<file path="src/lcema_pkg.sv">
package lcema_pkg;

  localparam int SAMPLE_BITS_DEF = 24;
  localparam int FRAC_BITS_DEF   = 16;
  localparam int QUEUE_DEPTH_DEF = 2;

  localparam int APB_DATA_W = 32;
  localparam int APB_ADDR_W = 3;
  localparam int REG_IDX_W  = APB_ADDR_W - 2;

  // word index of each configuration register
  localparam logic [REG_IDX_W-1:0] REG_EMA_WEIGHT = REG_IDX_W'(0);

  typedef enum logic [1:0] {
    CMD_MEASURE = 2'd0,
    CMD_LEARN   = 2'd1,
    CMD_RESTART = 2'd2
  } cmd_t;

  typedef enum logic [1:0] {
    OP_MEASURE,
    OP_LEARN,
    OP_RESTART
  } op_t;

  typedef struct packed {
    logic not_empty;
    logic full;
  } q_stat_t;

endpackage

</file>
<file path="src/lcema_front.sv">
module lcema_front #(
  parameter int SAMPLE_BITS = lcema_pkg::SAMPLE_BITS_DEF,
  parameter int DEPTH       = lcema_pkg::QUEUE_DEPTH_DEF
) (
  input  logic                          clk,
  input  logic                          rst_n,
  input  logic                          push,
  input  logic [1:0]                    cmd,
  input  logic signed [SAMPLE_BITS-1:0] sample,
  input  logic                          take,
  output lcema_pkg::q_stat_t            stat,
  output lcema_pkg::op_t                head_op,
  output logic signed [SAMPLE_BITS-1:0] head_sample
);

  localparam int PTR_W = (DEPTH > 1) ? $clog2(DEPTH) : 1;
  localparam int CNT_W = $clog2(DEPTH + 1);

  lcema_pkg::op_t              op_mem     [DEPTH];
  logic signed [SAMPLE_BITS-1:0] sample_mem [DEPTH];

  logic [PTR_W-1:0] wr_ptr_r, rd_ptr_r;
  logic [CNT_W-1:0] cnt_r;
  lcema_pkg::op_t   in_op;
  logic             push_ok, take_ok;

  // cmd 3 is unused and runs as a measure
  always_comb begin
    case (cmd)
      lcema_pkg::CMD_LEARN:   in_op = lcema_pkg::OP_LEARN;
      lcema_pkg::CMD_RESTART: in_op = lcema_pkg::OP_RESTART;
      default:                in_op = lcema_pkg::OP_MEASURE;
    endcase
  end

  assign stat.full      = (cnt_r == CNT_W'(DEPTH));
  assign stat.not_empty = (cnt_r != '0);
  assign push_ok        = push && !stat.full;
  assign take_ok        = take && stat.not_empty;

  assign head_op     = op_mem[rd_ptr_r];
  assign head_sample = sample_mem[rd_ptr_r];

  always_ff @(posedge clk) begin
    if (push_ok) begin
      op_mem[wr_ptr_r]     <= in_op;
      sample_mem[wr_ptr_r] <= sample;
    end
  end

  always_ff @(posedge clk) begin
    if (!rst_n) begin
      wr_ptr_r <= '0;
      rd_ptr_r <= '0;
      cnt_r    <= '0;
    end else begin
      if (push_ok) begin
        wr_ptr_r <= (wr_ptr_r == PTR_W'(DEPTH - 1)) ? '0 : wr_ptr_r + 1'b1;
      end
      if (take_ok) begin
        rd_ptr_r <= (rd_ptr_r == PTR_W'(DEPTH - 1)) ? '0 : rd_ptr_r + 1'b1;
      end
      if (push_ok && !take_ok) begin
        cnt_r <= cnt_r + 1'b1;
      end else if (take_ok && !push_ok) begin
        cnt_r <= cnt_r - 1'b1;
      end
    end
  end

endmodule

</file>
<file path="src/lcema_back.sv">
module lcema_back #(
  parameter int SAMPLE_BITS = lcema_pkg::SAMPLE_BITS_DEF,
  parameter int FRAC_BITS   = lcema_pkg::FRAC_BITS_DEF
) (
  input  logic                          clk,
  input  logic                          rst_n,
  input  lcema_pkg::q_stat_t            stat,
  output logic                          take,
  input  lcema_pkg::op_t                head_op,
  input  logic signed [SAMPLE_BITS-1:0] head_sample,
  input  logic [FRAC_BITS:0]            weight,
  input  logic                          pop,
  output logic                          empty,
  output logic signed [SAMPLE_BITS-1:0] filtered,
  output logic [FRAC_BITS:0]            normalized,
  output logic                          range_valid
);

  localparam int S     = SAMPLE_BITS;
  localparam int F     = FRAC_BITS;
  localparam int A     = S + F + 1;      // accumulator
  localparam int D     = A + 1;          // difference
  localparam int P     = D + F + 1;      // product
  localparam int CNT_W = $clog2(F + 1);

  localparam logic [F:0] ONE  = {1'b1, {F{1'b0}}};
  localparam logic [F:0] HALF = {2'b01, {(F-1){1'b0}}};
  localparam logic signed [S-1:0] S_MAX = {1'b0, {(S-1){1'b1}}};
  localparam logic signed [S-1:0] S_MIN = {1'b1, {(S-1){1'b0}}};

  typedef enum logic [2:0] {
    ST_IDLE,
    ST_MUL,
    ST_ADD,
    ST_FILT,
    ST_RANGE,
    ST_DIV,
    ST_DONE
  } state_t;

  state_t                state_r;
  lcema_pkg::op_t        op_r;
  logic signed [A-1:0]   acc_r;
  logic                  seeded_r;
  logic signed [S-1:0]   min_r, max_r;
  logic signed [D-1:0]   diff_r;
  logic [F:0]            wbits_r;
  logic signed [P-1:0]   prod_r;
  logic [CNT_W-1:0]      cnt_r;
  logic signed [S-1:0]   filt_r;
  logic [S:0]            rem_r;
  logic [S-1:0]          den_r;
  logic [F:0]            quo_r;
  logic                  out_valid_r;
  logic signed [S-1:0]   out_filt_r;
  logic [F:0]            out_norm_r;
  logic                  out_rv_r;

  logic                  restart;
  logic                  seeded_eff;
  logic signed [A-1:0]   target, acc_base;
  logic [F:0]            w_cl;
  logic signed [P-1:0]   diff_ext, acc_sum;
  logic signed [A-1:0]   acc_q;
  logic                  round_up;
  logic signed [S-1:0]   clamped;
  logic signed [S:0]     num, span;
  logic [S:0]            trial;
  logic                  ge;
  logic                  out_load;

  assign take = (state_r == ST_IDLE) && stat.not_empty;

  // seeding: acc = sample * ONE, so the update leaves it unchanged
  assign restart    = (head_op == lcema_pkg::OP_RESTART);
  assign seeded_eff = seeded_r && !restart;
  assign target     = {head_sample[S-1], head_sample, {F{1'b0}}};
  assign acc_base   = seeded_eff ? acc_r : target;
  assign w_cl       = (weight[F] && |weight[F-1:0]) ? ONE : weight;

  assign diff_ext = {{(P-D){diff_r[D-1]}}, diff_r};
  // product >>> F is the exact floor of w * diff / ONE
  assign acc_sum  = $signed({{(P-A){acc_r[A-1]}}, acc_r}) + (prod_r >>> F);

  // truncate toward zero
  assign acc_q    = acc_r >>> F;
  assign round_up = acc_r[A-1] && |acc_r[F-1:0];

  assign clamped = (filt_r < min_r) ? min_r : ((filt_r > max_r) ? max_r : filt_r);
  assign num     = {clamped[S-1], clamped} - {min_r[S-1], min_r};
  assign span    = {max_r[S-1], max_r} - {min_r[S-1], min_r};

  // restoring division, one quotient bit per cycle, weight ONE first
  assign trial = (cnt_r == '0) ? rem_r : {rem_r[S-1:0], 1'b0};
  assign ge    = (trial >= {1'b0, den_r});

  assign out_load = (state_r == ST_DONE) && (!out_valid_r || pop);

  always_ff @(posedge clk) begin
    if (!rst_n) begin
      state_r     <= ST_IDLE;
      acc_r       <= '0;
      seeded_r    <= 1'b0;
      min_r       <= S_MAX;
      max_r       <= S_MIN;
      out_valid_r <= 1'b0;
      cnt_r       <= '0;
    end else begin
      if (out_load) begin
        out_valid_r <= 1'b1;
      end else if (pop && out_valid_r) begin
        out_valid_r <= 1'b0;
      end
      case (state_r)
        ST_IDLE: begin
          if (stat.not_empty) begin
            op_r     <= head_op;
            acc_r    <= acc_base;
            seeded_r <= 1'b1;
            diff_r   <= {target[A-1], target} - {acc_base[A-1], acc_base};
            wbits_r  <= w_cl;
            prod_r   <= '0;
            cnt_r    <= '0;
            if (restart) begin
              min_r <= S_MAX;
              max_r <= S_MIN;
            end
            state_r <= ST_MUL;
          end
        end
        ST_MUL: begin
          // MSB-first shift-add over the weight bits
          prod_r  <= (prod_r <<< 1) + (wbits_r[F] ? diff_ext : '0);
          wbits_r <= {wbits_r[F-1:0], 1'b0};
          if (cnt_r == CNT_W'(F)) begin
            cnt_r   <= '0;
            state_r <= ST_ADD;
          end else begin
            cnt_r <= cnt_r + 1'b1;
          end
        end
        ST_ADD: begin
          acc_r   <= acc_sum[A-1:0];
          state_r <= ST_FILT;
        end
        ST_FILT: begin
          filt_r  <= S'(acc_q + A'(round_up));
          state_r <= ST_RANGE;
        end
        ST_RANGE: begin
          if (op_r != lcema_pkg::OP_MEASURE) begin
            if (filt_r < min_r) min_r <= filt_r;
            if (filt_r > max_r) max_r <= filt_r;
            quo_r   <= '0;
            state_r <= ST_DONE;
          end else if (max_r <= min_r) begin
            quo_r   <= HALF;
            state_r <= ST_DONE;
          end else begin
            rem_r   <= {1'b0, num[S-1:0]};
            den_r   <= span[S-1:0];
            quo_r   <= '0;
            cnt_r   <= '0;
            state_r <= ST_DIV;
          end
        end
        ST_DIV: begin
          rem_r <= ge ? (trial - {1'b0, den_r}) : trial;
          quo_r <= {quo_r[F-1:0], ge};
          if (cnt_r == CNT_W'(F)) begin
            cnt_r   <= '0;
            state_r <= ST_DONE;
          end else begin
            cnt_r <= cnt_r + 1'b1;
          end
        end
        ST_DONE: begin
          if (out_load) begin
            out_filt_r  <= filt_r;
            out_norm_r  <= quo_r;
            out_rv_r    <= (max_r > min_r);
            state_r     <= ST_IDLE;
          end
        end
        default: state_r <= ST_IDLE;
      endcase
    end
  end

  assign empty       = !out_valid_r;
  assign filtered    = out_filt_r;
  assign normalized  = out_norm_r;
  assign range_valid = out_rv_r;

endmodule

</file>
<file path="src/load_cell_ema_range_normalizer.sv">
// Each item passes from the input queue through the back end states: the
// shift-add multiply, the accumulator add, the rounded filter output, the
// range step and, for a measure item with a valid range only, the restoring
// divide; the back end takes no new item until its result is loaded out.
// A two-entry queue takes new items while the back end is busy.
// Reset (rst_n low, synchronous): queues empty, filter unseeded, range empty.
module load_cell_ema_range_normalizer #(
  parameter int SAMPLE_BITS = lcema_pkg::SAMPLE_BITS_DEF,
  parameter int FRAC_BITS   = lcema_pkg::FRAC_BITS_DEF,
  parameter int QUEUE_DEPTH = lcema_pkg::QUEUE_DEPTH_DEF
) (
  input  logic                                clk,
  input  logic                                rst_n,
  input  logic                                push,
  output logic                                full,
  input  logic [1:0]                          in_cmd,
  input  logic signed [SAMPLE_BITS-1:0]       in_sample,
  output logic                                empty,
  input  logic                                pop,
  output logic signed [SAMPLE_BITS-1:0]       out_filtered,
  output logic [FRAC_BITS:0]                  out_normalized,
  output logic                                out_range_valid,
  input  logic                                psel,
  input  logic                                penable,
  input  logic                                pwrite,
  input  logic [lcema_pkg::APB_ADDR_W-1:0]    paddr,
  input  logic [lcema_pkg::APB_DATA_W-1:0]    pwdata,
  output logic [lcema_pkg::APB_DATA_W-1:0]    prdata,
  output logic                                pready
);

  localparam logic [FRAC_BITS:0] W_RESET =
    (FRAC_BITS+1)'(((1 << FRAC_BITS) + 5) / 10);

  logic [FRAC_BITS:0]            weight_r;
  logic                          reg_hit;
  lcema_pkg::q_stat_t            stat;
  lcema_pkg::op_t                head_op;
  logic signed [SAMPLE_BITS-1:0] head_sample;
  logic                          take;

  assign pready  = 1'b1;
  assign reg_hit = (paddr[lcema_pkg::APB_ADDR_W-1:2] == lcema_pkg::REG_EMA_WEIGHT);
  assign prdata  = reg_hit ? lcema_pkg::APB_DATA_W'(weight_r) : '0;

  always_ff @(posedge clk) begin
    if (!rst_n) begin
      weight_r <= W_RESET;
    end else if (psel && penable && pwrite && pready && reg_hit) begin
      weight_r <= pwdata[FRAC_BITS:0];
    end
  end

  assign full = stat.full;

  lcema_front #(
    .SAMPLE_BITS(SAMPLE_BITS),
    .DEPTH      (QUEUE_DEPTH)
  ) u_front (
    .clk        (clk),
    .rst_n      (rst_n),
    .push       (push),
    .cmd        (in_cmd),
    .sample     (in_sample),
    .take       (take),
    .stat       (stat),
    .head_op    (head_op),
    .head_sample(head_sample)
  );

  lcema_back #(
    .SAMPLE_BITS(SAMPLE_BITS),
    .FRAC_BITS  (FRAC_BITS)
  ) u_back (
    .clk        (clk),
    .rst_n      (rst_n),
    .stat       (stat),
    .take       (take),
    .head_op    (head_op),
    .head_sample(head_sample),
    .weight     (weight_r),
    .pop        (pop),
    .empty      (empty),
    .filtered   (out_filtered),
    .normalized (out_normalized),
    .range_valid(out_range_valid)
  );

endmodule

</file>
<file path="config.mk">
export PLATFORM = sky130hd
export DESIGN_NAME = load_cell_ema_range_normalizer
export DESIGN_NICKNAME = d
export VERILOG_FILES = /design/src/lcema_pkg.sv /design/src/lcema_front.sv /design/src/lcema_back.sv /design/src/load_cell_ema_range_normalizer.sv
export SDC_FILE = /design/constraint.sdc
export NUM_CORES = 1
export LEC_CHECK = 0
export BUFFER_PORTS_ARGS = -buffer_cell sky130_fd_sc_hd__buf_2
export CAP_MARGIN = 20
export CORE_ASPECT_RATIO = 1.25
export CORE_MARGIN = 5
export CORE_UTILIZATION = 40
export CTS_BUF_LIST = sky130_fd_sc_hd__clkbuf_2
export CTS_CLUSTER_SIZE = 40
export DETAILED_ROUTE_END_ITERATION = 7
export GPL_TIMING_DRIVEN = 0
export HOLD_SLACK_MARGIN = 0.02
export PLACE_DENSITY = 0.6
export SLEW_MARGIN = 20
export SYNTH_ARGS = -nofsm -noshare
export SYNTH_HDL_FRONTEND = slang
export SYNTH_SLANG_ARGS = --single-unit
</file>
<file path="constraint.sdc">
create_clock -name clk -period 7.3 [get_ports clk]
set_clock_uncertainty 0.05 [all_clocks]
set_input_delay 1.095 -clock clk [delete_from_list [all_inputs] [get_ports clk]]
set_output_delay 1.095 -clock clk [all_outputs]
set_load 0.1 [all_outputs]
</file>
* Yosys cells after proc, flatten, opt, wreduce, memory -nomap -nowiden
Memory sizes are Yosys's and may differ from the RTL's. A register that Yosys moved wholly into a read port is not among the register bits. Index checks and enable logic that the tools add are counted. W data, S select, Z words.
Storage, ports and cells: memories kept 2, output and inout port bits 77, word-level logic and storage cells 166, memory bits (writable) 52, flip-flop bits (word level) 370, input bits 68
Operators by class: eq/ne operators 21, add/subtract/negate cells 12, multiplexer cells 55, order comparisons 5, bitwise logic cells 3, reductions and logical operators 46
Memories:
- u_front.sample_mem | depth 2, bits a word 24, read ports 1, clocked after memory_dff 1, write ports 1, RTL line lcema_front.sv:20 | logic signed [SAMPLE_BITS-1:0] sample_mem [DEPTH];
- u_front.op_mem | depth 2, bits a word 2, read ports 1, clocked after memory_dff 1, write ports 1, RTL line lcema_front.sv:19 | lcema_pkg::op_t op_mem [DEPTH];
Operators with widths (count):
- $mux W24 | 10
- $mux W57 | 2
- $pmux W57 S2 | 1
- $mux W25 | 4
- $pmux W24 S2 | 2
- $mux W41 | 2
- $pmux W41 S2 | 1
- $mux W17 | 4
- $pmux W17 S2 | 2
- $add A57 B57 Y57 | 1
- $pmux W25 S2 | 1
- $gt A24 B24 Y1 | 2
- $sub A24 B24 Y24 | 2
- $sub A40 B41 Y42 | 1
- $add A41 B41 Y41 | 1
- $reduce_or A16 Y1 | 2
- $ge A25 B24 Y1 | 1
- $sub A25 B24 Y25 | 1
- $add A24 B2 Y24 | 1
- $le A24 B24 Y1 | 1
- $lt A24 B24 Y1 | 1
- $pmux W3 S7 | 1
- $mux W5 | 4
- $mux W16 | 1
- 30 further kinds | 93

* Depth between registers and ports, before layout
Gate-level depths: netlist of the first run.
word-level depth 7, gate-level depth with buffers 26, mapped depth without buffers 25

* Cells and area by module
From an unflattened synthesis of the first run, not the netlist that was laid out.
Second synthesis, totals: cells, all modules 3008, area, all modules 28441.0 um^2
By module, submodules not included:
- lcema_back | sequential area each 9489.1 um^2, cells an instance 2790, instances 1, area an instance 25336.8 um^2
- lcema_front | sequential area each 1661.6 um^2, cells an instance 108, instances 1, area an instance 2123.3 um^2
- load_cell_ema_range_normalizer | sequential area each 340.3 um^2, cells an instance 110, instances 1, area an instance 980.9 um^2

* Worst setup path after synthesis of the first run
No wires, ideal clock.
path kind in2reg, from in rst_n, to reg u_back.prod_r[0], enable pin, buffers on the path 2, setup time 0.619 ns, data arrival time 6.976 ns, cell stages on the path 3, required time 6.631 ns, slack -0.345 ns, cells stage by stage clkbuf_1 > clkbuf_1 > a21boi_0
Between the ends: longest elaborated chain between the ends 1
RTL lines:
- start: declaration | RTL line load_cell_ema_range_normalizer.sv:13 | input logic rst_n,
- $reduce_and A3 Y1 (no line)
- end signal: assignment | RTL line lcema_back.sv:133 | prod_r <= (prod_r <<< 1) + (wbits_r[F] ? diff_ext : '0);
- end: declaration | RTL line lcema_back.sv:48 | logic signed [P-1:0] prod_r;
No other way between the ends. A chain may end at the register's enable or synchronous reset.

* Final worst setup path of the first run
from reg u_back.filt_r[9], to reg u_back.rem_r[22], data pin
Between the ends: longest elaborated chain between the ends 7, elaborated cells on any way between the ends 8, classes of those cells 1 x add/sub; 2 x order compare; 5 x mux
RTL lines:
- start: declaration | RTL line lcema_back.sv:50 | logic signed [S-1:0] filt_r;
- start signal: assignment | RTL line lcema_back.sv:147 | filt_r <= S'(acc_q + A'(round_up));
- $gt A24 B24 Y1 | RTL line lcema_back.sv:89 | assign clamped = (filt_r < min_r) ? min_r : ((filt_r > max_r) ? max_r : filt_r);
- $mux W24 | RTL line lcema_back.sv:89
- $mux W24 (*) | RTL line lcema_back.sv:89
- $sub A24 B24 Y24 (*) | RTL line lcema_back.sv:90 | assign num = {clamped[S-1], clamped} - {min_r[S-1], min_r};
- $mux W25 (*) | RTL line lcema_back.sv:156 | end else if (max_r <= min_r) begin
- $mux W25 (*) | RTL line lcema_back.sv:151 | if (op_r != lcema_pkg::OP_MEASURE) begin
- $pmux W25 S2 (*) | RTL line lcema_back.sv:114 | case (state_r)
- end signal: assignment | RTL line lcema_back.sv:160 | rem_r <= {1'b0, num[S-1:0]};
- end signal: assignment | RTL line lcema_back.sv:168 | rem_r <= ge ? (trial - {1'b0, den_r}) : trial;
- end: declaration | RTL line lcema_back.sv:51 | logic [S:0] rem_r;
Mark *: on every way between the ends. The rest lies on a longest branch, timed or not. The select of a mux whose other input is x is not followed.

==> flow_results.xml, run 1 <==
<?xml version="1.0" encoding="UTF-8"?>
<metrics>
  <group name="worst_setup_path">
    <metric name="worstPathCellList" unit="">ha_1, a21o_1, a21o_1, a21oi_1, and4b_1, a2111o_1, o21ba_2, nor2_2, clkbuf_1, o211ai_1, o21ai_1, ha_1, inv_1, fa_1, a21o_1, a21o_1, a2111oi_0, o21ai_0, a21oi_1, o31ai_1, nor4_1, nor3_1, xnor2_1, a21boi_0</metric>
    <metric name="endpoint_kind" unit="">register</metric>
    <metric name="kind_of_cell_adding_the_most_delay_to_the_critical_path" unit="">compound AO/OA/AOI/OAI gates</metric>
    <metric name="regToRegStartpoint" unit="">u_back.filt_r[9]</metric>
    <metric name="crit_type" unit="">register to register</metric>
    <metric name="type_of_origin_of_the_critical_path" unit="">register</metric>
    <metric name="crit_path_top_delay_cell" unit="">sky130_fd_sc_hd__a2111oi_0</metric>
    <metric name="cp_slowest_stage_delay" unit="ns">0.55</metric>
    <metric name="critical_path.n_buffers_inverters" unit="">2</metric>
    <metric name="cp_max_fo" unit="">10</metric>
    <metric name="critical-path-top-cell-by-count" unit="">sky130_fd_sc_hd__a21o_1</metric>
    <metric name="cp.required" unit="ns">8.10</metric>
    <metric name="worst-r2r-cell-count" unit="">24</metric>
    <metric name="crit-reg2reg-capture" unit="">u_back.rem_r[22]</metric>
    <metric name="worst-endpoint-arrival" unit="ns">7.36</metric>
    <metric name="reg_to_reg_setup_timing_slack" unit="ns">0.74</metric>
  </group>
  <group name="cts">
    <metric name="numClockSinks" unit="">423</metric>
    <metric name="clk_slew_on_worst_s_h_paths" unit="ns">0.10</metric>
    <metric name="htree_num_levels" unit="">3</metric>
    <metric name="worstSkewPairLatency" unit="ns">1.21</metric>
    <metric name="tritoncts.num_buffers" unit="">111</metric>
    <metric name="cts_root_buffer" unit="">sky130_fd_sc_hd__clkbuf_2</metric>
    <metric name="max-clock-path-buffers" unit="">3</metric>
    <metric name="tritoncts" unit="">yes</metric>
    <metric name="post_cts.repair.setup_buffers" unit="">0</metric>
  </group>
  <group name="sta">
    <metric name="finalHoldViolCount" unit="">0</metric>
    <metric name="finalSetupViolCount" unit="">0</metric>
    <metric name="finalSetupTns" unit="ns">0</metric>
    <metric name="final_min_period_over_clock_period" unit="">0.8988</metric>
    <metric name="tightest_slew" unit="ns">1.094</metric>
    <metric name="max-slew-margin-rel" unit="">0.2705</metric>
    <metric name="timing.fmax" unit="MHz">152.4</metric>
    <metric name="setup_repair_after_global_routing_missed_its_margin" unit="">no</metric>
    <metric name="layout_min_cycle_time" unit="ns">6.561</metric>
    <metric name="final_max_slew_viol_count" unit="">0</metric>
  </group>
  <group name="placement">
    <metric name="place.detailed.hpwl" unit="um">64530</metric>
    <metric name="dpl-instance-area" unit="um^2">30630</metric>
    <metric name="numPortBuffers" unit="">111</metric>
    <metric name="routabilityCongestion" unit="">0.9172</metric>
  </group>
  <group name="grt">
    <metric name="grt-busiest-layer" unit="">met2</metric>
    <metric name="grt.met1_usage" unit="">0.2439</metric>
    <metric name="grt_resource_usage_total" unit="">0.2091</metric>
    <metric name="vias_in_the_first_global_route" unit="">23420</metric>
    <metric name="first_pass_grt_wire_length" unit="um">128500</metric>
    <metric name="use_met2" unit="">0.3879</metric>
    <metric name="global_route.usage.met3" unit="">0.02590</metric>
    <metric name="antenna_found_initial" unit="">2</metric>
    <metric name="grt_start_max_net_pins" unit="">45</metric>
    <metric name="globalRouteOverflowTotal" unit="">0</metric>
  </group>
  <group name="drt">
    <metric name="routed_wire_length_per_instance" unit="um">18.93</metric>
    <metric name="routed_wl" unit="um">82410</metric>
    <metric name="via_count" unit="">23410</metric>
    <metric name="detail_route.iter0.violations" unit="">1384</metric>
    <metric name="route.antenna.remaining_nets" unit="">0</metric>
    <metric name="drt_pass1_iterations" unit="">5</metric>
    <metric name="via_count_normalized_by_instance_count" unit="">5.377</metric>
    <metric name="drt_drc_violations_left" unit="">0</metric>
  </group>
  <group name="layout">
    <metric name="areaGrowthSynthToFinish" unit="%">12.42</metric>
    <metric name="finalInstanceArea" unit="um^2">32110</metric>
    <metric name="final_layout_size_suffix_gt1_frac" unit="">0.1256</metric>
    <metric name="finalNetCount" unit="">3629</metric>
  </group>
  <group name="logic_synthesis">
    <metric name="yosys_reg_bits" unit="">423</metric>
    <metric name="post-synth-top-area-cell" unit="">sky130_fd_sc_hd__edfxtp_1</metric>
    <metric name="postSynthAreaPerCell" unit="um^2">9.443</metric>
    <metric name="netlist.area_leader.share" unit="">0.3175</metric>
    <metric name="synthesis.area" unit="um^2">28570</metric>
    <metric name="postSynth.asyncResetShare" unit="">0</metric>
    <metric name="yosysUniqueCellTypes" unit="">86</metric>
    <metric name="synth.yosys.warnings" unit="">0</metric>
    <metric name="synth-edff-count" unit="">302</metric>
    <metric name="synth_cells" unit="">3025</metric>
    <metric name="yosysSeqAreaShare" unit="">0.4023</metric>
    <metric name="synth_top_flop_cell" unit="">sky130_fd_sc_hd__edfxtp_1</metric>
    <metric name="synthTopCellsByArea" unit="">sky130_fd_sc_hd__edfxtp_1 32%, sky130_fd_sc_hd__ha_1 11%, sky130_fd_sc_hd__dfxtp_1 8.5%</metric>
  </group>
  <group name="pwr">
    <metric name="leak_pwr" unit="nW">13.86</metric>
    <metric name="power_density" unit="nW/um^2">352.5</metric>
    <metric name="post-layout-total-power" unit="mW">11.32</metric>
    <metric name="ir_drop" unit="mV">0.1723</metric>
  </group>
  <group name="die">
    <metric name="initial_utilization" unit="">0.4036</metric>
    <metric name="core" unit="um^2">70780</metric>
    <metric name="top_level_ports" unit="">145</metric>
    <metric name="fp.dieArea" unit="um^2">76890</metric>
    <metric name="die_w" unit="um">249.0</metric>
    <metric name="rows" unit="">109</metric>
    <metric name="floorplan.die.height" unit="um">308.8</metric>
  </group>
  <group name="min_path">
    <metric name="hold_start" unit="">in_sample[20]</metric>
    <metric name="hold_path_class" unit="">input pin to register</metric>
    <metric name="min_delay_path_depth" unit="">1</metric>
    <metric name="hold_path_end" unit="">u_front.sample_mem[0][20]</metric>
  </group>
  <group name="status">
    <metric name="outcome" unit="">finished clean</metric>
  </group>
  <group name="run">
    <metric name="drv_cap" unit="">0</metric>
  </group>
</metrics>
## logic make-up after synthesis
| logic type | synth area share |
|---|---|
| simple gates | 0.1678 |
| compound gates | 0.1935 |
| flops | 0.4023 |
| buf+inv | 0.03600 |
| fa+ha+maj | 0.1104 |
| xor+xnor | 0.05672 |
| mux | 0.03303 |
| other cells | 0.0002629 |
## worst max path at each step
stage	start	to	slack, ns	cells past startpoint
finish	u_back.filt_r[9]	u_back.rem_r[22]	0.74	24
detailed placement	u_back.filt_r[23]	u_back.rem_r[22]	0.56	23
global route	u_back.filt_r[23]	u_back.rem_r[22]	0.20	23
CTS	u_back.filt_r[23]	u_back.rem_r[22]	0.53	23
floorplan	rst_n	u_back.prod_r[0]	1.60	3
global placement	rst_n	u_back.prod_r[54]	-1.72	4
## where the power goes
group | total (mW) | internal (mW) | switching, mW
registers | 3.55 | 3.20 | 0.349
clock network | 1.84 | 0.758 | 1.08
logic | 5.93 | 2.30 | 3.63
## synthesized netlist by cell type (20+ instances only)
cell type / n
sky130_fd_sc_hd__xor2_1: 76
sky130_fd_sc_hd__nand4_1: 31
sky130_fd_sc_hd__nand2_1: 242
sky130_fd_sc_hd__dfxtp_1: 121
sky130_fd_sc_hd__nor3_1: 75
sky130_fd_sc_hd__o21a_1: 32
sky130_fd_sc_hd__nand3_1: 106
sky130_fd_sc_hd__edfxtp_1: 302
sky130_fd_sc_hd__a21boi_0: 45
sky130_fd_sc_hd__xnor2_1: 109
sky130_fd_sc_hd__clkbuf_1: 91
sky130_fd_sc_hd__a31oi_1: 22
sky130_fd_sc_hd__a21o_1: 144
sky130_fd_sc_hd__and2_1: 75
sky130_fd_sc_hd__nor2b_1: 77
sky130_fd_sc_hd__ha_1: 244
sky130_fd_sc_hd__nand2b_1: 32
sky130_fd_sc_hd__and3_1: 29
sky130_fd_sc_hd__a21oi_1: 201
sky130_fd_sc_hd__mux2i_1: 38
sky130_fd_sc_hd__o21ai_0: 200
sky130_fd_sc_hd__o31ai_1: 20
sky130_fd_sc_hd__nor2_1: 231
sky130_fd_sc_hd__mux2_2: 50
sky130_fd_sc_hd__inv_1: 126
sky130_fd_sc_hd__o21bai_1: 25
sky130_fd_sc_hd__a221oi_1: 20
## layout make-up
class	instances	area, um^2
fillers	6923	38670
multi-input cells	2363	16150
flip-flops and latches	423	11490
well taps	943	1180
repair buffers	160	1129
clock buffers	151	755.7
plain buffers	127	555.5
inverters	126	473.0
clock inverters	59	375.4
diodes	2	5.005
## flip-flops by register name, indices dropped and copies added (netlist names), 5 cells and up, named ones only
signal and flops:
u_back.prod_r 57, u_front.sample_mem 48, u_back.diff_r 42, u_back.acc_r 41, u_back.rem_r 25, u_back.den_r 24, u_back.filt_r 24, u_back.filtered 24
u_back.max_r 24, u_back.min_r 24, u_back.normalized 17, u_back.quo_r 17, u_back.wbits_r 17, weight_r 17, u_back.cnt_r 5
## metal layers
metal	wire, um	share of wire
met3	2921	0.035
met2	42150	0.51
met4	3401	0.041
met5	0	0
met1	33940	0.41
## cells in the final DEF (no fill, tap or decap), types with 50 or more instances in the layout
cell type | synthesis | layout
sky130_fd_sc_hd__edfxtp_1 | 302 | 302
sky130_fd_sc_hd__ha_1 | 244 | 244
sky130_fd_sc_hd__nand2_1 | 242 | 242
sky130_fd_sc_hd__nor2_1 | 231 | 228
sky130_fd_sc_hd__a21oi_1 | 201 | 201
sky130_fd_sc_hd__o21ai_0 | 200 | 200
sky130_fd_sc_hd__clkbuf_2 | 1 | 152
sky130_fd_sc_hd__a21o_1 | 144 | 144
sky130_fd_sc_hd__inv_1 | 126 | 126
sky130_fd_sc_hd__buf_2 | 11 | 122
sky130_fd_sc_hd__dfxtp_1 | 121 | 121
sky130_fd_sc_hd__xnor2_1 | 109 | 109
sky130_fd_sc_hd__nand3_1 | 106 | 106
sky130_fd_sc_hd__clkbuf_1 | 91 | 91
sky130_fd_sc_hd__nor2b_1 | 77 | 77
sky130_fd_sc_hd__xor2_1 | 76 | 76
sky130_fd_sc_hd__and2_1 | 75 | 74
sky130_fd_sc_hd__nor3_1 | 75 | 73
sky130_fd_sc_hd__mux2_2 | 50 | 50
## metrics by stage
step                        util  setup slack [ns]  hold WS (ns)  std cells
after CTS                 0.4535            0.5300       0.02192       4352
after global placement    0.4288            -1.719        0.3668       4093
after detailed placement  0.4327            0.5643        0.3628       4108
final                     0.4537            0.7389        0.1497       4354
after floorplan                -             1.595        0.3503       3039
after global routing      0.4537            0.2041       0.06903       4354
## what timing repair did
item                       CTS  global route
gates resized for setup      0             1
hold buffers                34             0
hold endpoints to repair    53             0
setup endpoints to repair    0             1
Note: power is estimated with default switching activity, not from simulation.
==> run 2: changes to the inputs <==
--- a/config.mk
+++ b/config.mk
@@ -15,6 +15,7 @@
 export DETAILED_ROUTE_END_ITERATION = 7
 export GPL_TIMING_DRIVEN = 0
 export HOLD_SLACK_MARGIN = 0.02
+export MAX_ROUTING_LAYER = met4
 export PLACE_DENSITY = 0.6
 export SLEW_MARGIN = 20
 export SYNTH_ARGS = -nofsm -noshare
==> run 2 against run 1 <==
Effect of this change: first-iteration DRC count increased by 4.0%; global-route usage rose by 0.54 points; worst setup slack got worse by 0.15 ns; non-clock buffer count fell by 2; via count is 0.58% lower; register-to-register slack lost 0.15 ns; critical path depth unchanged; power decreased by 1.3%; critical path type unchanged; design area is 0.38% lower.
==> flow_results.xml, run 2 (synthesized netlist as in run 1, its figures left out) <==
<?xml version="1.0" encoding="UTF-8"?>
<metrics>
  <group name="status">
    <metric name="outcome" unit="">finished clean</metric>
  </group>
  <group name="layout">
    <metric name="final.fill_count" unit="">6898</metric>
    <metric name="final_layout_size_suffix_gt1_frac" unit="">0.1284</metric>
    <metric name="layout_common_cells" unit="">302 x sky130_fd_sc_hd__edfxtp_1, 244 x sky130_fd_sc_hd__ha_1, 242 x sky130_fd_sc_hd__nand2_1</metric>
    <metric name="max_flop_register" unit="">u_back.prod_r</metric>
    <metric name="largest_registers" unit="">u_back.prod_r: 57 flops, u_front.sample_mem: 48 flops, u_back.diff_r: 42 flops</metric>
    <metric name="utilization" unit="">0.4520</metric>
    <metric name="largest_register_ff_count" unit="">57</metric>
    <metric name="areaGrowthSynthToFinish" unit="%">11.99</metric>
    <metric name="final_common_cell" unit="">sky130_fd_sc_hd__edfxtp_1</metric>
    <metric name="finalNetCount" unit="">3627</metric>
  </group>
  <group name="placement">
    <metric name="routabilityCongestion" unit="">0.9291</metric>
    <metric name="dpl_ws" unit="ns">0.5661</metric>
    <metric name="place.detailed.hpwl" unit="um">64580</metric>
    <metric name="numPortBuffers" unit="">111</metric>
  </group>
  <group name="drt">
    <metric name="detail_route.iter0.violations" unit="">1440</metric>
    <metric name="via_count" unit="">23280</metric>
    <metric name="route.antenna.remaining_nets" unit="">0</metric>
    <metric name="drt_drc_violations_left" unit="">0</metric>
    <metric name="routed_wire_length_per_instance" unit="um">18.92</metric>
    <metric name="via_count_normalized_by_instance_count" unit="">5.351</metric>
    <metric name="routed_wl" unit="um">82290</metric>
    <metric name="drt_pass1_iterations" unit="">6</metric>
  </group>
  <group name="grt">
    <metric name="antenna_found_initial" unit="">1</metric>
    <metric name="first_pass_grt_wire_length" unit="um">128500</metric>
    <metric name="vias_in_the_first_global_route" unit="">23480</metric>
    <metric name="grt_start_max_net_pins" unit="">29</metric>
    <metric name="globalRouteOverflowTotal" unit="">0</metric>
    <metric name="grt_resource_usage_total" unit="">0.2145</metric>
  </group>
  <group name="worst_setup_path">
    <metric name="crit_type" unit="">register to register</metric>
    <metric name="critical-path-top-cell-by-count" unit="">sky130_fd_sc_hd__a21o_1</metric>
    <metric name="kind_of_cell_adding_the_most_delay_to_the_critical_path" unit="">compound AO/OA/AOI/OAI gates</metric>
    <metric name="endpoint_kind" unit="">register</metric>
    <metric name="crit_path_top_delay_cell" unit="">sky130_fd_sc_hd__a2111oi_0</metric>
    <metric name="cp.required" unit="ns">8.06</metric>
    <metric name="worst-endpoint-arrival" unit="ns">7.48</metric>
    <metric name="cp_max_fo" unit="">10</metric>
    <metric name="worstPathCellList" unit="">ha_1, a21o_1, a21o_1, a21oi_1, and4b_1, a2111o_1, o21ba_2, nor2_1, clkbuf_1, o211ai_1, o21ai_1, ha_1, inv_1, fa_1, a21o_1, a21o_1, a2111oi_0, o21ai_0, a21oi_1, o31ai_1, nor4_1, nor3_1, xnor2_1, a21boi_0</metric>
    <metric name="type_of_origin_of_the_critical_path" unit="">register</metric>
    <metric name="critical_path.n_buffers_inverters" unit="">2</metric>
    <metric name="cp_slowest_stage_delay" unit="ns">0.58</metric>
  </group>
  <group name="sta">
    <metric name="hold-worst-slack" unit="ns">0.1597</metric>
    <metric name="finalHoldViolCount" unit="">0</metric>
    <metric name="timing.fmax" unit="MHz">149.0</metric>
    <metric name="tightest_slew" unit="ns">1.128</metric>
    <metric name="setup_slack_after_layout" unit="ns">0.5867</metric>
    <metric name="final_min_period_over_clock_period" unit="">0.9196</metric>
    <metric name="final_max_slew_viol_count" unit="">0</metric>
    <metric name="setup_repair_after_global_routing_missed_its_margin" unit="">no</metric>
    <metric name="max-slew-margin-rel" unit="">0.2483</metric>
    <metric name="layout_min_cycle_time" unit="ns">6.713</metric>
    <metric name="finalSetupViolCount" unit="">0</metric>
  </group>
  <group name="die">
    <metric name="die_w" unit="um">249.0</metric>
    <metric name="floorplan.die.height" unit="um">308.8</metric>
    <metric name="fp.dieArea" unit="um^2">76890</metric>
    <metric name="core" unit="um^2">70780</metric>
    <metric name="top_level_ports" unit="">145</metric>
    <metric name="initial_utilization" unit="">0.4036</metric>
    <metric name="rows" unit="">109</metric>
  </group>
  <group name="run">
    <metric name="drv_cap" unit="">0</metric>
  </group>
  <group name="cts">
    <metric name="numClockSinks" unit="">423</metric>
    <metric name="tritoncts.num_buffers" unit="">111</metric>
    <metric name="tritoncts" unit="">yes</metric>
    <metric name="post_cts.repair.setup_buffers" unit="">0</metric>
    <metric name="clk_slew_on_worst_s_h_paths" unit="ns">0.11</metric>
    <metric name="htree_num_levels" unit="">3</metric>
    <metric name="max-clock-path-buffers" unit="">3</metric>
    <metric name="cts_root_buffer" unit="">sky130_fd_sc_hd__clkbuf_2</metric>
    <metric name="worstSkewPairLatency" unit="ns">1.17</metric>
  </group>
  <group name="pwr">
    <metric name="leak_pwr" unit="nW">13.84</metric>
    <metric name="ir_drop" unit="mV">0.1479</metric>
    <metric name="power_density" unit="nW/um^2">349.4</metric>
  </group>
  <group name="min_path">
    <metric name="hold_path_class" unit="">input pin to register</metric>
  </group>
</metrics>
[run 2: cell types whose count changed in the layout (fill, tap and decap cells not counted), sizes merged]
| cell | before | now |
|---|---|---|
| clkbuf | 243 | 268 |
| clkinvlp | 0 | 1 |
| clkinv | 51 | 26 |
| diode | 2 | 3 |
| dlygate4sd3 | 34 | 31 |
| bufinv | 5 | 1 |
| buf | 161 | 162 |
[run 2: path summary, 6_finish.rpt]
| kind | slack (ns) | cells after the start | startpoint | endpoint |
|---|---|---|---|---|
| hold / removal | 0.16 | 1 | in_sample[22] | u_front.sample_mem[1][22] |
| setup / recovery | 0.59 | 24 | u_back.filt_r[9] | u_back.rem_r[22] |
| hold reg to reg | 0.37 | 0 | u_back.quo_r[16] | u_back.normalized[16] |
| setup reg to reg | 0.59 | 24 | u_back.filt_r[9] | u_back.rem_r[22] |
[run 2: area by class of cell]
cell class,instances,area (um^2),area share
multi-input combinational,2363,16140,0.5045
sequential,423,11490,0.3592
tap,943,1180,0.03688
timing repair buffer,158,1110,0.03469
clock buffer,176,880.8,0.02753
buffer,127,555.5,0.01737
inverter,126,473.0,0.01478
clock inverter,31,155.1,0.004850
antenna,3,7.507,0.0002347
[run 2: worst reg2reg max path, stage by stage, from the launching register on]
cell,delay [ns]
sky130_fd_sc_hd__edfxtp_1,0.51
sky130_fd_sc_hd__ha_1,0.35
sky130_fd_sc_hd__a21o_1,0.16
sky130_fd_sc_hd__a21o_1,0.17
sky130_fd_sc_hd__a21oi_1,0.18
sky130_fd_sc_hd__and4b_1,0.22
sky130_fd_sc_hd__a2111o_1,0.44
sky130_fd_sc_hd__o21ba_2,0.27
sky130_fd_sc_hd__nor2_1,0.50
sky130_fd_sc_hd__clkbuf_1,0.36
sky130_fd_sc_hd__o211ai_1,0.14
sky130_fd_sc_hd__o21ai_1,0.13
sky130_fd_sc_hd__ha_1,0.18
sky130_fd_sc_hd__inv_1,0.05
sky130_fd_sc_hd__fa_1,0.40
sky130_fd_sc_hd__a21o_1,0.17
sky130_fd_sc_hd__a21o_1,0.21
sky130_fd_sc_hd__a2111oi_0,0.58
sky130_fd_sc_hd__o21ai_0,0.21
sky130_fd_sc_hd__a21oi_1,0.38
sky130_fd_sc_hd__o31ai_1,0.17
sky130_fd_sc_hd__nor4_1,0.19
sky130_fd_sc_hd__nor3_1,0.10
sky130_fd_sc_hd__xnor2_1,0.15
sky130_fd_sc_hd__a21boi_0,0.10
[run 2: per-layer routing]
| metal | share of wire | vias up | track usage |
|---|---|---|---|
| met5 | 0 | - | - |
| met1 | 0.42 | 10900 | 0.2458 |
| met2 | 0.51 | 505 | 0.3840 |
| met4 | 0.038 | 0 | 0.08144 |
| li1 | - | 11710 | - |
| met3 | 0.038 | 160 | 0.02910 |
[run 2: power by group]
| part | total (mW) | internal [mW] | switching, mW |
|---|---|---|---|
| sequential | 3.55 | 3.20 | 0.348 |
| combinational | 5.91 | 2.29 | 3.62 |
| clock | 1.71 | 0.675 | 1.04 |
| total | 11.2 | 6.17 | 5.01 |
[run 2: per-stage QoR]
stage / power, mW / setup TNS, ns / cell area, um^2 / cells
floorplan: 7.830 / 0 / 28620 / 3039
global placement: 9.377 / -187.71 / 30350 / 4093
detailed placement: 9.414 / 0 / 30640 / 4109
CTS: 11.21 / 0 / 31980 / 4347
global route: 12.03 / 0 / 31990 / 4348
finish: 11.18 / 0 / 31990 / 4350
[run 2: repair_timing]
item | CTS | global route
resized for setup | 0 | 0
hold buffers | 31 | 0
hold endpoints to repair | 48 | 0
